`config.mk`:
```
export PLATFORM = sky130hd
export DESIGN_NAME = cycle_timing_monitor_core_flat
export DESIGN_NICKNAME = d
export VERILOG_FILES = /design/src/design/ctm_pkg.sv /design/src/design/ctm_if.sv /design/src/design/ctm_in_stage.sv /design/src/design/ctm_update.sv /design/src/design/cycle_timing_monitor_core.sv /design/src/flat_wrapper.sv
export SDC_FILE = /design/constraint.sdc
export NUM_CORES = 1
export LEC_CHECK = 0
export ABC_CLOCK_PERIOD_IN_PS = 14880
export BUFFER_PORTS_ARGS = -buffer_cell sky130_fd_sc_hd__buf_2
export CORE_MARGIN = 2
export CORE_UTILIZATION = 35
export CTS_CLUSTER_DIAMETER = 80
export DETAILED_ROUTE_END_ITERATION = 10
export GPL_TIMING_DRIVEN = 0
export PLACE_DENSITY = 0.61
export SYNTH_ARGS = -nofsm -noshare
export SYNTH_HDL_FRONTEND = slang
export SYNTH_HIERARCHICAL = 1
export SYNTH_SLANG_ARGS = --single-unit
export TNS_END_PERCENT = 1
```
`constraint.sdc`:
```
create_clock -name clk -period 14.88 [get_ports clk]
set_input_delay 0.744 -clock clk [delete_from_list [all_inputs] [get_ports clk]]
set_output_delay 0.744 -clock clk [all_outputs]
set_load 0.005 [all_outputs]
```
`src/design/ctm_pkg.sv`:
```
// ------------------------------------------------------------------------
// Cycle timing monitor package
// Payload types, configuration codes and fixed constants of the monitor.
// ------------------------------------------------------------------------
package ctm_pkg;

  // Slots that make up one scheduling cycle.
  localparam int unsigned SLOTS_PER_CYCLE = 4;

  // Threshold after reset, in microseconds.
  localparam logic [31:0] THRESHOLD_RESET = 32'd900000;

  // Configuration register indexes.
  typedef enum logic [0:0] {
    CFG_MONITOR_ENABLE = 1'b0,
    CFG_THRESHOLD_USEC = 1'b1
  } ctm_cfg_idx_t;

  // Configuration seen by the datapath.
  typedef struct packed {
    logic        monitor_enable;
    logic [31:0] threshold_usec;
  } ctm_cfg_t;

  // One slot report.
  typedef struct packed {
    logic [1:0]  slot_index;
    logic [31:0] slot_elapsed_usec;
  } ctm_slot_t;

  // One finished-cycle report.
  typedef struct packed {
    logic [31:0] cycle_number;
    logic [1:0]  slowest_slot_index;
    logic [31:0] slowest_slot_usec;
    logic [31:0] cycle_total_usec;
    logic [31:0] max_cycle_usec;
    logic        max_updated;
    logic        threshold_exceeded;
    logic [31:0] exceed_count;
  } ctm_result_t;

endpackage

```
`src/design/ctm_if.sv`:
```
// ------------------------------------------------------------------------
// Cycle timing monitor channels
// Valid/ready channels for slot reports in and cycle reports out.
// ------------------------------------------------------------------------
interface ctm_in_if;
  import ctm_pkg::*;

  logic      valid;
  logic      ready;
  ctm_slot_t data;

  modport source (output valid, output data, input ready);
  modport sink   (input valid, input data, output ready);
endinterface

interface ctm_out_if;
  import ctm_pkg::*;

  logic        valid;
  logic        ready;
  ctm_result_t data;

  modport source  (output valid, output data, input ready);
  modport sink    (input valid, input data, output ready);
  modport monitor (input valid, input data, input ready);
endinterface

```
`src/design/ctm_in_stage.sv`:
```
// ------------------------------------------------------------------------
// Cycle timing monitor input stage
// Registers one slot beat and hands it to the update stage.
// ------------------------------------------------------------------------
module ctm_in_stage (
  input  logic              clk,
  input  logic              rst_n,
  ctm_in_if.sink            in_ch,
  input  logic              advance,
  output logic              s1_valid,
  output ctm_pkg::ctm_slot_t s1_data
);
  import ctm_pkg::*;

  logic      valid_r;
  logic      valid_nxt;
  ctm_slot_t data_r;
  logic      load;

  // Take a beat when the register is empty or drains this cycle.
  assign in_ch.ready = !valid_r || advance;
  assign load        = in_ch.valid && in_ch.ready;

  always_comb begin
    valid_nxt = valid_r;
    if (load) begin
      valid_nxt = 1'b1;
    end else if (advance) begin
      valid_nxt = 1'b0;
    end
  end

  always_ff @(posedge clk) begin
    if (!rst_n) begin
      valid_r <= 1'b0;
    end else begin
      valid_r <= valid_nxt;
    end
  end

  // Hold payload until the next beat.
  always_ff @(posedge clk) begin
    if (load) begin
      data_r <= in_ch.data;
    end
  end

  assign s1_valid = valid_r;
  assign s1_data  = data_r;

endmodule

```
`src/design/ctm_update.sv`:
```
// ------------------------------------------------------------------------
// Cycle timing monitor update stage
// Folds one slot into the open cycle and registers the cycle report.
// ------------------------------------------------------------------------
module ctm_update (
  input  logic               clk,
  input  logic               rst_n,
  input  logic               s1_valid,
  input  ctm_pkg::ctm_slot_t s1_data,
  input  ctm_pkg::ctm_cfg_t  cfg,
  output logic               advance,
  ctm_out_if.source          out_ch
);
  import ctm_pkg::*;

  // Cycle state
  logic        cycle_open_r,   cycle_open_nxt;
  logic [31:0] cycle_counter_r, cycle_counter_nxt;
  logic [31:0] running_total_r, running_total_nxt;
  logic [1:0]  slowest_index_r, slowest_index_nxt;
  logic [31:0] slowest_time_r,  slowest_time_nxt;
  logic [31:0] max_total_r,     max_total_nxt;
  logic [31:0] exceed_counter_r, exceed_counter_nxt;

  // Result register
  logic        out_valid_r, out_valid_nxt;
  ctm_result_t out_data_r;
  ctm_result_t result;

  logic        process;
  logic        open_new;
  logic        last_slot;
  logic [31:0] base_total;
  logic [31:0] base_time;
  logic [1:0]  base_index;
  logic [32:0] sum;
  logic        raised;
  logic        exceeded;

  // Drain the input stage whenever the result register can take a beat.
  assign advance = !out_valid_r || out_ch.ready;
  assign process = s1_valid && advance;

  // Slot zero or a closed cycle starts fresh.
  assign open_new   = !cycle_open_r || (s1_data.slot_index == 2'd0);
  assign base_total = open_new ? 32'd0 : running_total_r;
  assign base_time  = open_new ? 32'd0 : slowest_time_r;
  assign base_index = open_new ? 2'd0 : slowest_index_r;
  assign last_slot  = (7'(s1_data.slot_index) + 7'd1) == 7'(SLOTS_PER_CYCLE);

  always_comb begin
    cycle_counter_nxt  = open_new ? cycle_counter_r + 32'd1 : cycle_counter_r;

    // Saturating accumulate.
    sum               = {1'b0, base_total} + {1'b0, s1_data.slot_elapsed_usec};
    running_total_nxt = sum[32] ? 32'hFFFF_FFFF : sum[31:0];

    // Later slot wins a tie.
    if (s1_data.slot_elapsed_usec >= base_time) begin
      slowest_time_nxt  = s1_data.slot_elapsed_usec;
      slowest_index_nxt = s1_data.slot_index;
    end else begin
      slowest_time_nxt  = base_time;
      slowest_index_nxt = base_index;
    end

    raised        = running_total_nxt > max_total_r;
    max_total_nxt = max_total_r;
    if (last_slot && raised) begin
      max_total_nxt = running_total_nxt;
    end

    exceeded           = cfg.monitor_enable && (running_total_nxt >= cfg.threshold_usec);
    exceed_counter_nxt = exceed_counter_r;
    if (last_slot && exceeded && (exceed_counter_r != 32'hFFFF_FFFF)) begin
      exceed_counter_nxt = exceed_counter_r + 32'd1;
    end

    cycle_open_nxt = !last_slot;

    result.cycle_number       = cycle_counter_nxt;
    result.slowest_slot_index = slowest_index_nxt;
    result.slowest_slot_usec  = slowest_time_nxt;
    result.cycle_total_usec   = running_total_nxt;
    result.max_cycle_usec     = max_total_nxt;
    result.max_updated        = raised;
    result.threshold_exceeded = exceeded;
    result.exceed_count       = exceed_counter_nxt;
  end

  // Result valid: set on a finishing slot, drop once taken.
  always_comb begin
    out_valid_nxt = out_valid_r;
    if (process && last_slot) begin
      out_valid_nxt = 1'b1;
    end else if (out_ch.ready) begin
      out_valid_nxt = 1'b0;
    end
  end

  // Advance the cycle state one slot at a time.
  always_ff @(posedge clk) begin
    if (!rst_n) begin
      cycle_open_r     <= 1'b0;
      cycle_counter_r  <= 32'd0;
      running_total_r  <= 32'd0;
      slowest_index_r  <= 2'd0;
      slowest_time_r   <= 32'd0;
      max_total_r      <= 32'd0;
      exceed_counter_r <= 32'd0;
      out_valid_r      <= 1'b0;
    end else begin
      out_valid_r <= out_valid_nxt;
      if (process) begin
        cycle_open_r     <= cycle_open_nxt;
        cycle_counter_r  <= cycle_counter_nxt;
        running_total_r  <= running_total_nxt;
        slowest_index_r  <= slowest_index_nxt;
        slowest_time_r   <= slowest_time_nxt;
        max_total_r      <= max_total_nxt;
        exceed_counter_r <= exceed_counter_nxt;
      end
    end
  end

  // Hold the report until the next finishing slot.
  always_ff @(posedge clk) begin
    if (process && last_slot) begin
      out_data_r <= result;
    end
  end

  assign out_ch.valid = out_valid_r;
  assign out_ch.data  = out_data_r;

endmodule

```
`src/design/cycle_timing_monitor_core.sv`:
```
// ------------------------------------------------------------------------
// Cycle timing monitor core
// Per-cycle slot timing totals, slowest slot, running maximum and
// threshold exceed counting for a fixed-slot scheduler.
// ------------------------------------------------------------------------
// Takes one slot report per clock and returns one report for every cycle
// whose last slot arrives. A slot beat passes an input register and one
// update stage that holds the cycle state, and the report is registered
// once the update stage folds in the last slot's beat; a new slot beat is
// taken in every clock as long as the result register is free or being
// read. The update path is one 32-bit saturating add followed by the
// maximum and threshold compares. Configuration writes take effect on the
// next clock and are expected only while no slot is in flight.
module cycle_timing_monitor_core (
  input  logic                  clk,
  input  logic                  rst_n,
  ctm_in_if.sink                in_ch,
  ctm_out_if.source             out_ch,
  input  logic                  cfg_we,
  input  ctm_pkg::ctm_cfg_idx_t cfg_index,
  input  logic [31:0]           cfg_wdata
);
  import ctm_pkg::*;

  logic        monitor_enable_r;
  logic [31:0] threshold_usec_r;
  ctm_cfg_t    cfg;
  logic        advance;
  logic        s1_valid;
  ctm_slot_t   s1_data;

  // Configuration registers; a zero threshold is stored as one.
  always_ff @(posedge clk) begin
    if (!rst_n) begin
      monitor_enable_r <= 1'b0;
      threshold_usec_r <= THRESHOLD_RESET;
    end else if (cfg_we) begin
      case (cfg_index)
        CFG_MONITOR_ENABLE: begin
          monitor_enable_r <= cfg_wdata[0];
        end
        CFG_THRESHOLD_USEC: begin
          threshold_usec_r <= (cfg_wdata == 32'd0) ? 32'd1 : cfg_wdata;
        end
        default: begin
        end
      endcase
    end
  end

  assign cfg.monitor_enable = monitor_enable_r;
  assign cfg.threshold_usec = threshold_usec_r;

  ctm_in_stage u_in_stage (
    .clk      (clk),
    .rst_n    (rst_n),
    .in_ch    (in_ch),
    .advance  (advance),
    .s1_valid (s1_valid),
    .s1_data  (s1_data)
  );

  ctm_update u_update (
    .clk      (clk),
    .rst_n    (rst_n),
    .s1_valid (s1_valid),
    .s1_data  (s1_data),
    .cfg      (cfg),
    .advance  (advance),
    .out_ch   (out_ch)
  );

endmodule

```
`src/flat_wrapper.sv`:
```
// flat-port wrapper written by rule: the top's interface ports become plain ports
module cycle_timing_monitor_core_flat import ctm_pkg::*;
  (clk, rst_n, cfg_we, cfg_index, cfg_wdata, in_ch_valid, in_ch_data, in_ch_ready, out_ch_valid, out_ch_data, out_ch_ready);
  ctm_in_if in_ch_i ();
  ctm_out_if out_ch_i ();
  input  logic clk;
  input  logic rst_n;
  input  logic cfg_we;
  input  ctm_pkg::ctm_cfg_idx_t cfg_index;
  input  logic [31:0] cfg_wdata;
  input wire logic [$bits(in_ch_i.valid)-1:0] in_ch_valid;
  input wire logic [$bits(in_ch_i.data)-1:0] in_ch_data;
  output wire logic [$bits(in_ch_i.ready)-1:0] in_ch_ready;
  output wire logic [$bits(out_ch_i.valid)-1:0] out_ch_valid;
  output wire logic [$bits(out_ch_i.data)-1:0] out_ch_data;
  input wire logic [$bits(out_ch_i.ready)-1:0] out_ch_ready;
  assign in_ch_i.valid = in_ch_valid;
  assign in_ch_i.data = in_ch_data;
  assign in_ch_ready = in_ch_i.ready;
  assign out_ch_valid = out_ch_i.valid;
  assign out_ch_data = out_ch_i.data;
  assign out_ch_i.ready = out_ch_ready;
  cycle_timing_monitor_core u_core (.clk(clk), .rst_n(rst_n), .in_ch(in_ch_i), .out_ch(out_ch_i), .cfg_we(cfg_we), .cfg_index(cfg_index), .cfg_wdata(cfg_wdata));
endmodule
```
* Word level (Yosys, flattened, before mapping) *
Index checks and enable logic that the tools add are counted.

word-level totals
  logic and storage cells = 65
  bits in registers = 396
  output and inout bits = 166
  input port bits = 72

cells by class
  reductions and logical operators = 20
  order comparisons = 3
  bitwise gates (word level) = 1
  add/subtract/negate cells = 4
  mux-type cells = 14
  equality and inequality tests = 2

operator list
  cell                   count
  $mux 32                8
  $add 32x1->32 const B  2
  $ge 32x32->1           2
  $add 32x32->33         1
  $gt 32x32->1           1
  $logic_not 32->1       1
  $ne 32x32->1 const B   1
  $logic_and 1x1->1      7
  $logic_not 1->1        4
  $mux 1                 4
  $mux 2                 2
  $reduce_and 2->1       2
  $reduce_bool 2->1      2
  $add 2x1->3 const B    1
  $eq 3x3->1 const B     1
  $logic_or 1x1->1       3
  $logic_not 2->1        1
  $not 1->1              1

* Depth between registers and ports, before layout *
  depth after elaboration = 10
  mapped depth = 27
  depth with buffers taken out = 22

* Cells and area by module *
Netlist, hierarchy kept.

by module, submodules not included
  module                     times used  area an instance (um^2)  sequential area each (um^2)  cells each
  ctm_update                 1           18,268.8                 8,207.9                      1,972
  cycle_timing_monitor_core  1           1,310.0                  660.6                        154
  ctm_in_stage               1           1,078.5                  1,041.0                      39

* Worst setup path before layout *
No wires, ideal clock.

  kind = input -> register
  from = in out_ch_ready
  to = reg u_core.u_update.max_total_r[17]
  cell stages on the path = 8
  arrival = 6.583 ns
  path buffers = 2
  path slack = 8.197 ns
  required time = 14.780 ns
  library setup time = 0.100 ns
  cells stage by stage = nand2b_1 > and2_1 > clkbuf_1 > nand2_1 > inv_1 > clkbuf_1 > a21oi_1 > a211oi_1

on the way
  longest elaborated chain between the ends = 2

RTL lines
  item                  line                RTL
  start, declared       flat_wrapper.sv:16  input wire logic [$bits(out_ch_i.ready)-1:0] out_ch_ready;
  $logic_or 1x1->1      ctm_update.sv:41    assign advance = !out_valid_r || out_ch.ready;
  $logic_and 1x1->1     ctm_update.sv:42    assign process = s1_valid && advance;
  end signal, assigned  ctm_update.sv:120   max_total_r <= max_total_nxt;
  end, declared         ctm_update.sv:22    logic [31:0] max_total_r, max_total_nxt;

Every way passes these cells.
A chain may end at the register's enable or synchronous reset.

* Final worst setup path *
  from = reg u_core.u_in_stage.data_r, in the netlist u_core/u_in_stage/s1_data[33]
  to = reg u_core.u_update.out_data_r, in the netlist u_core/u_update/out_ch.data[16] (data pin)

on the way
  longest elaborated chain between the ends = 10
  elaborated cells on any way between the ends = 12
  classes of those cells = add/sub (2); order compare (1); eq/ne (1); mux (3); reduce/logical (5)

RTL lines
  item                                        line                RTL
  start, declared                             ctm_in_stage.sv:17  ctm_slot_t data_r;
  start signal, assigned                      ctm_in_stage.sv:44  data_r <= in_ch.data;
  $logic_not 2->1                             ctm_update.sv:45    assign open_new = !cycle_open_r || (s1_data.slot_index == 2'd0);
  $logic_or 1x1->1                            ctm_update.sv:45
  $mux 32                                     ctm_update.sv:46    assign base_total = open_new ? 32'd0 : running_total_r;
  $add 32x32->33                              ctm_update.sv:55    sum = {1'b0, base_total} + {1'b0, s1_data.slot_elapsed_usec};
  $mux 32                                     ctm_update.sv:56    running_total_nxt = sum[32] ? 32'hFFFF_FFFF : sum[31:0];
  via u_core.u_update.running_total_nxt[29]   ctm_update.sv:19    logic [31:0] running_total_r, running_total_nxt;
  $ge 32x32->1                                ctm_update.sv:73    exceeded = cfg.monitor_enable && (running_total_nxt >= cfg.threshold_usec);
  $logic_and 1x1->1                           ctm_update.sv:73
  $logic_and 1x1->1 (2 in a row)              ctm_update.sv:75    if (last_slot && exceeded && (exceed_counter_r != 32'hFFFF_FFFF)) begin
  $mux 32                                     ctm_update.sv:75
  via u_core.u_update.exceed_counter_nxt[16]  ctm_update.sv:23    logic [31:0] exceed_counter_r, exceed_counter_nxt;
  end signal, assigned                        ctm_update.sv:129   out_data_r <= result;
  end, declared                               ctm_update.sv:27    ctm_result_t out_data_r;

The timed path passes the listed nets, and every way through them passes these cells.

==> results.sh <==
export IMPL_syn_to_final_growth_pct=17.9
export IMPL_synth_largest_area_cell="edfxtp_1"
export IMPL_synth_edf_count=198
export IMPL_r2r_start="u_core/u_in_stage/s1_data[33]"
export IMPL_clock_latency_ns=0.58
export IMPL_critPathCaptureType="flop"
export IMPL_powerDensity_nw_per_um2=107
export IMPL_hold_depth=1
export IMPL_regArea_um2=9910
export IMPL_cts_repair_resized=0
export IMPL_grt_pass1_wl_um=93600
export IMPL_via_per_inst=5.26
export IMPL_synth_seq_cells=396
export IMPL_num_io_pins=238
export IMPL_grt_pass1_vias=16744
export IMPL_drv_slew=0
export IMPL_ys_types=82
export IMPL_hold_end="u_core/u_in_stage/s1_data[4]"
export IMPL_hold_class="in2reg"
export IMPL_power_mw=2.60
export IMPL_max_freq_mhz=122
export IMPL_first_pass_iters=5
export IMPL_finalCriticalPeriod_ns=8.19
export IMPL_period_share_pct=55.1
export IMPL_netlist_area_um2=20700
export IMPL_syn_nets=2368
export IMPL_grt_max_degree=58
export IMPL_fin_area_um2=24400
export IMPL_finish_utilization_pct=41.5
export IMPL_num_nets_final=2654
export IMPL_p_leak_nw=9.46
export IMPL_drtIter0Drc=1185
export IMPL_cts_tree="built"
export IMPL_hold_buffers=0
export IMPL_outcome="completed"
export IMPL_dp_cells=3178
export IMPL_die_width_um=247
export IMPL_async_reset_ff_share_pct=0
export IMPL_clock_sinks=396
export IMPL_core_area_um2=58700
export IMPL_drive_gt1_share_pct=16.5
export IMPL_critPathRequiredTime_ns=15.19
export IMPL_fin_ws_ns=6.69
export IMPL_cts_made_buffers=44
export IMPL_multi_input_area_um2=9830
export IMPL_syn_avg_cell_area_um2=9.54
export IMPL_ir_drop_mv=0.0771
export IMPL_relSlewSlack_pct=34.5
export IMPL_synthFlopType="edfxtp_1"
export IMPL_dp_hpwl_um=47300
export IMPL_fin_worst_skew_ns=0.0312
export IMPL_rows=89
export IMPL_drcViolationCount=0
export IMPL_fin_setup_tns_ns=0
export IMPL_clk_pin_slew_worst_paths_ns=0.06
export IMPL_r2r_cells=26
export IMPL_port_buffers=237
export IMPL_timing_worst_setup_path_type="reg2reg"
export IMPL_clk_path_buf_depth=3
export IMPL_cp_max_fo=10
export IMPL_ys_top_cells_by_area="edfxtp_1 29%, dfxtp_1 19%, ha_1 7.9%"
export IMPL_rsz0062_at_grt="no"
export IMPL_die_h_um=247
export IMPL_netlist_area_leader_share_pct=28.8
export IMPL_dieArea_um2=61000
export IMPL_setup_viol=0
export IMPL_finalHoldViolCount=0
export IMPL_worstHoldStart="in_ch_data[4]"
export IMPL_wl_um=61800
export IMPL_initial_utilization_pct=35.2
export IMPL_htreeDepth=2
export IMPL_ant_nets=0
export IMPL_num_antenna_cells=0
export IMPL_clockRootBuffer="clkbuf_16"
export IMPL_stdcell_count=3260
export IMPL_yosysSeqAreaShare_pct=48.0
export IMPL_placed_cell_area_um2=22900
export IMPL_tightest_slew_ns=0.974
export IMPL_wl_per_cell_um=18.9
export IMPL_reg2reg_slack_ns=6.69
export IMPL_cts_setup_buffers=0
export IMPL_antenna_found_initial=0
export IMPL_worstSetupStartpointType="flop"
export IMPL_pre_cts_ws_ns=6.80
export IMPL_fin_hold_ws_ns=0.337
export IMPL_ys_warn_count=6
export IMPL_synthCells=2165
export IMPL_fillers=5726
export IMPL_vias=17162
export IMPL_globalplace_congestion=0.902
export IMPL_grt_use_total_pct=19.8
export IMPL_arrival_ns=8.50
export IMPL_grt_overflow=0
export IMPL_maxCapViolations=0
export IMPL_reg2reg_to="u_core/u_update/out_ch.data[16]"
==> how the worst max path moves through the flow <==
stage / cells past startpoint / slack [ns] / endpoint / startpoint
6_report: 26 / 6.69 / u_core/u_update/out_ch.data[16] / u_core/u_in_stage/s1_data[33]
3_3_place_gp: 9 / 5.18 / u_core/u_update/max_total_r[22] / out_ch_ready
4_1_cts: 25 / 6.77 / u_core/u_update/out_ch.data[16] / u_core/u_in_stage/s1_data[32]
2_1_floorplan: 8 / 8.20 / u_core/u_update/max_total_r[17] / out_ch_ready
3_5_place_dp: 25 / 6.80 / u_core/u_update/out_ch.data[16] / u_core/u_in_stage/s1_data[32]
5_1_grt: 26 / 6.35 / u_core/u_update/out_ch.data[16] / u_core/u_in_stage/s1_data[33]
==> critical path: stages (launching register included) <==
cell and delay [ns]:
edfxtp_1 0.52, o21a_1 0.37, clkbuf_1 0.54, clkbuf_1 0.33, and2_1 0.21, ha_1 0.23
clkbuf_1 0.19, and2_1 0.24, and3_1 0.17, o221a_2 0.16, o311ai_2 0.32, a31oi_2 0.27
a21oi_2 0.37, buf_4 0.27, buf_2 0.29, nand2_1 0.24, ha_1 0.37, a21o_1 0.19
a21o_1 0.17, a21oi_1 0.20, o31a_1 0.31, a21oi_1 0.10, a21oi_1 0.67, buf_2 0.38
buf_1 0.46, nor3_1 0.15, xor2_1 0.19
==> cells in the final DEF (no fill, tap or decap), types with 48 or more instances in the layout <==
master / Yosys / routed
a21oi_1: 182 / 182
buf_2: 19 / 256
clkbuf_1: 91 / 97
clkbuf_16: 0 / 48
dfxtp_1: 198 / 198
edfxtp_1: 198 / 198
ha_1: 130 / 130
inv_1: 106 / 106
nand2_1: 307 / 307
nand3_1: 75 / 75
nor2_1: 112 / 112
o21ai_0: 71 / 71
xor2_1: 63 / 63
==> routing by layer <==
layer	up-vias	track usage (%)	routed length, um
li1	8342	-	-
met1	8197	25.3	26700
met2	505	34.0	30100
met3	118	2.80	3010
met4	0	7.09	1950
met5	-	0	0
==> where the power goes <==
part	total, mW	switching, mW	internal [mW]
combinational	0.295	0.194	0.101
sequential	1.21	0.0236	1.18
clock	1.09	0.465	0.630
total	2.60	0.682	1.91
==> Yosys cell counts (5+ instances only) <==
cell type and n:
xor2_1 63, or3_1 15, or2_2 33, buf_1 6
buf_2 19, dfxtp_1 198, nand3_1 75, o211ai_1 7
mux2i_1 20, nor3_1 33, a21o_1 39, a211oi_1 30
a21oi_1 182, a21boi_0 13, nand2b_1 33, nor3b_1 5
edfxtp_1 198, o21bai_1 8, nor4_2 6, nor2b_1 10
o31ai_1 13, and4_1 5, or4_1 13, o221a_2 9
mux2_2 6, o21a_1 10, xnor2_1 42, nand4_1 37
o21ai_1 5, a311oi_1 8, and3_1 20, ha_1 130
nor4_1 19, inv_1 106, o21ai_0 71, o41ai_1 5
clkbuf_1 91, a21boi_1 8, and2_1 44, nor2_1 112
a31oi_1 42, nand2_1 307, o311ai_0 7
==> sequential cells by signal, summed over array words and instances (netlist names) <==
signal and count:
u_core/u_update/out_ch.data 164, u_core/u_in_stage/s1_data 34, u_core/threshold_usec_r 32, u_core/u_update/cycle_counter_r 32
u_core/u_update/exceed_counter_r 32, u_core/u_update/max_total_r 32, u_core/u_update/running_total_r 32, u_core/u_update/slowest_time_r 32
u_core/u_update/slowest_index_r 2, u_core/monitor_enable_r 1, u_core/u_in_stage/s1_valid 1, u_core/u_update/cycle_open_r 1
u_core/u_update/out_ch.valid 1
==> cell type report <==
class	count	share of cell area [%]
buffer	122	2.13
clock buffer	56	5.10
clock inverter	26	0.889
inverter	108	1.66
multi-input combinational	1539	40.3
sequential	396	40.7
tap	773	3.97
timing repair buffer	240	5.21
==> kinds of logic after synthesis <==
family                   synth area share [%]
AND/OR/NAND/NOR                          18.6
AO/OA/AOI/OAI                            15.1
flip-flops                               48.0
buffers and inverters                    4.46
adder cells (fa/ha/maj)                  7.97
XOR/XNOR                                 4.45
multiplexers                             1.46
Note: power is estimated with default switching activity, not from simulation.
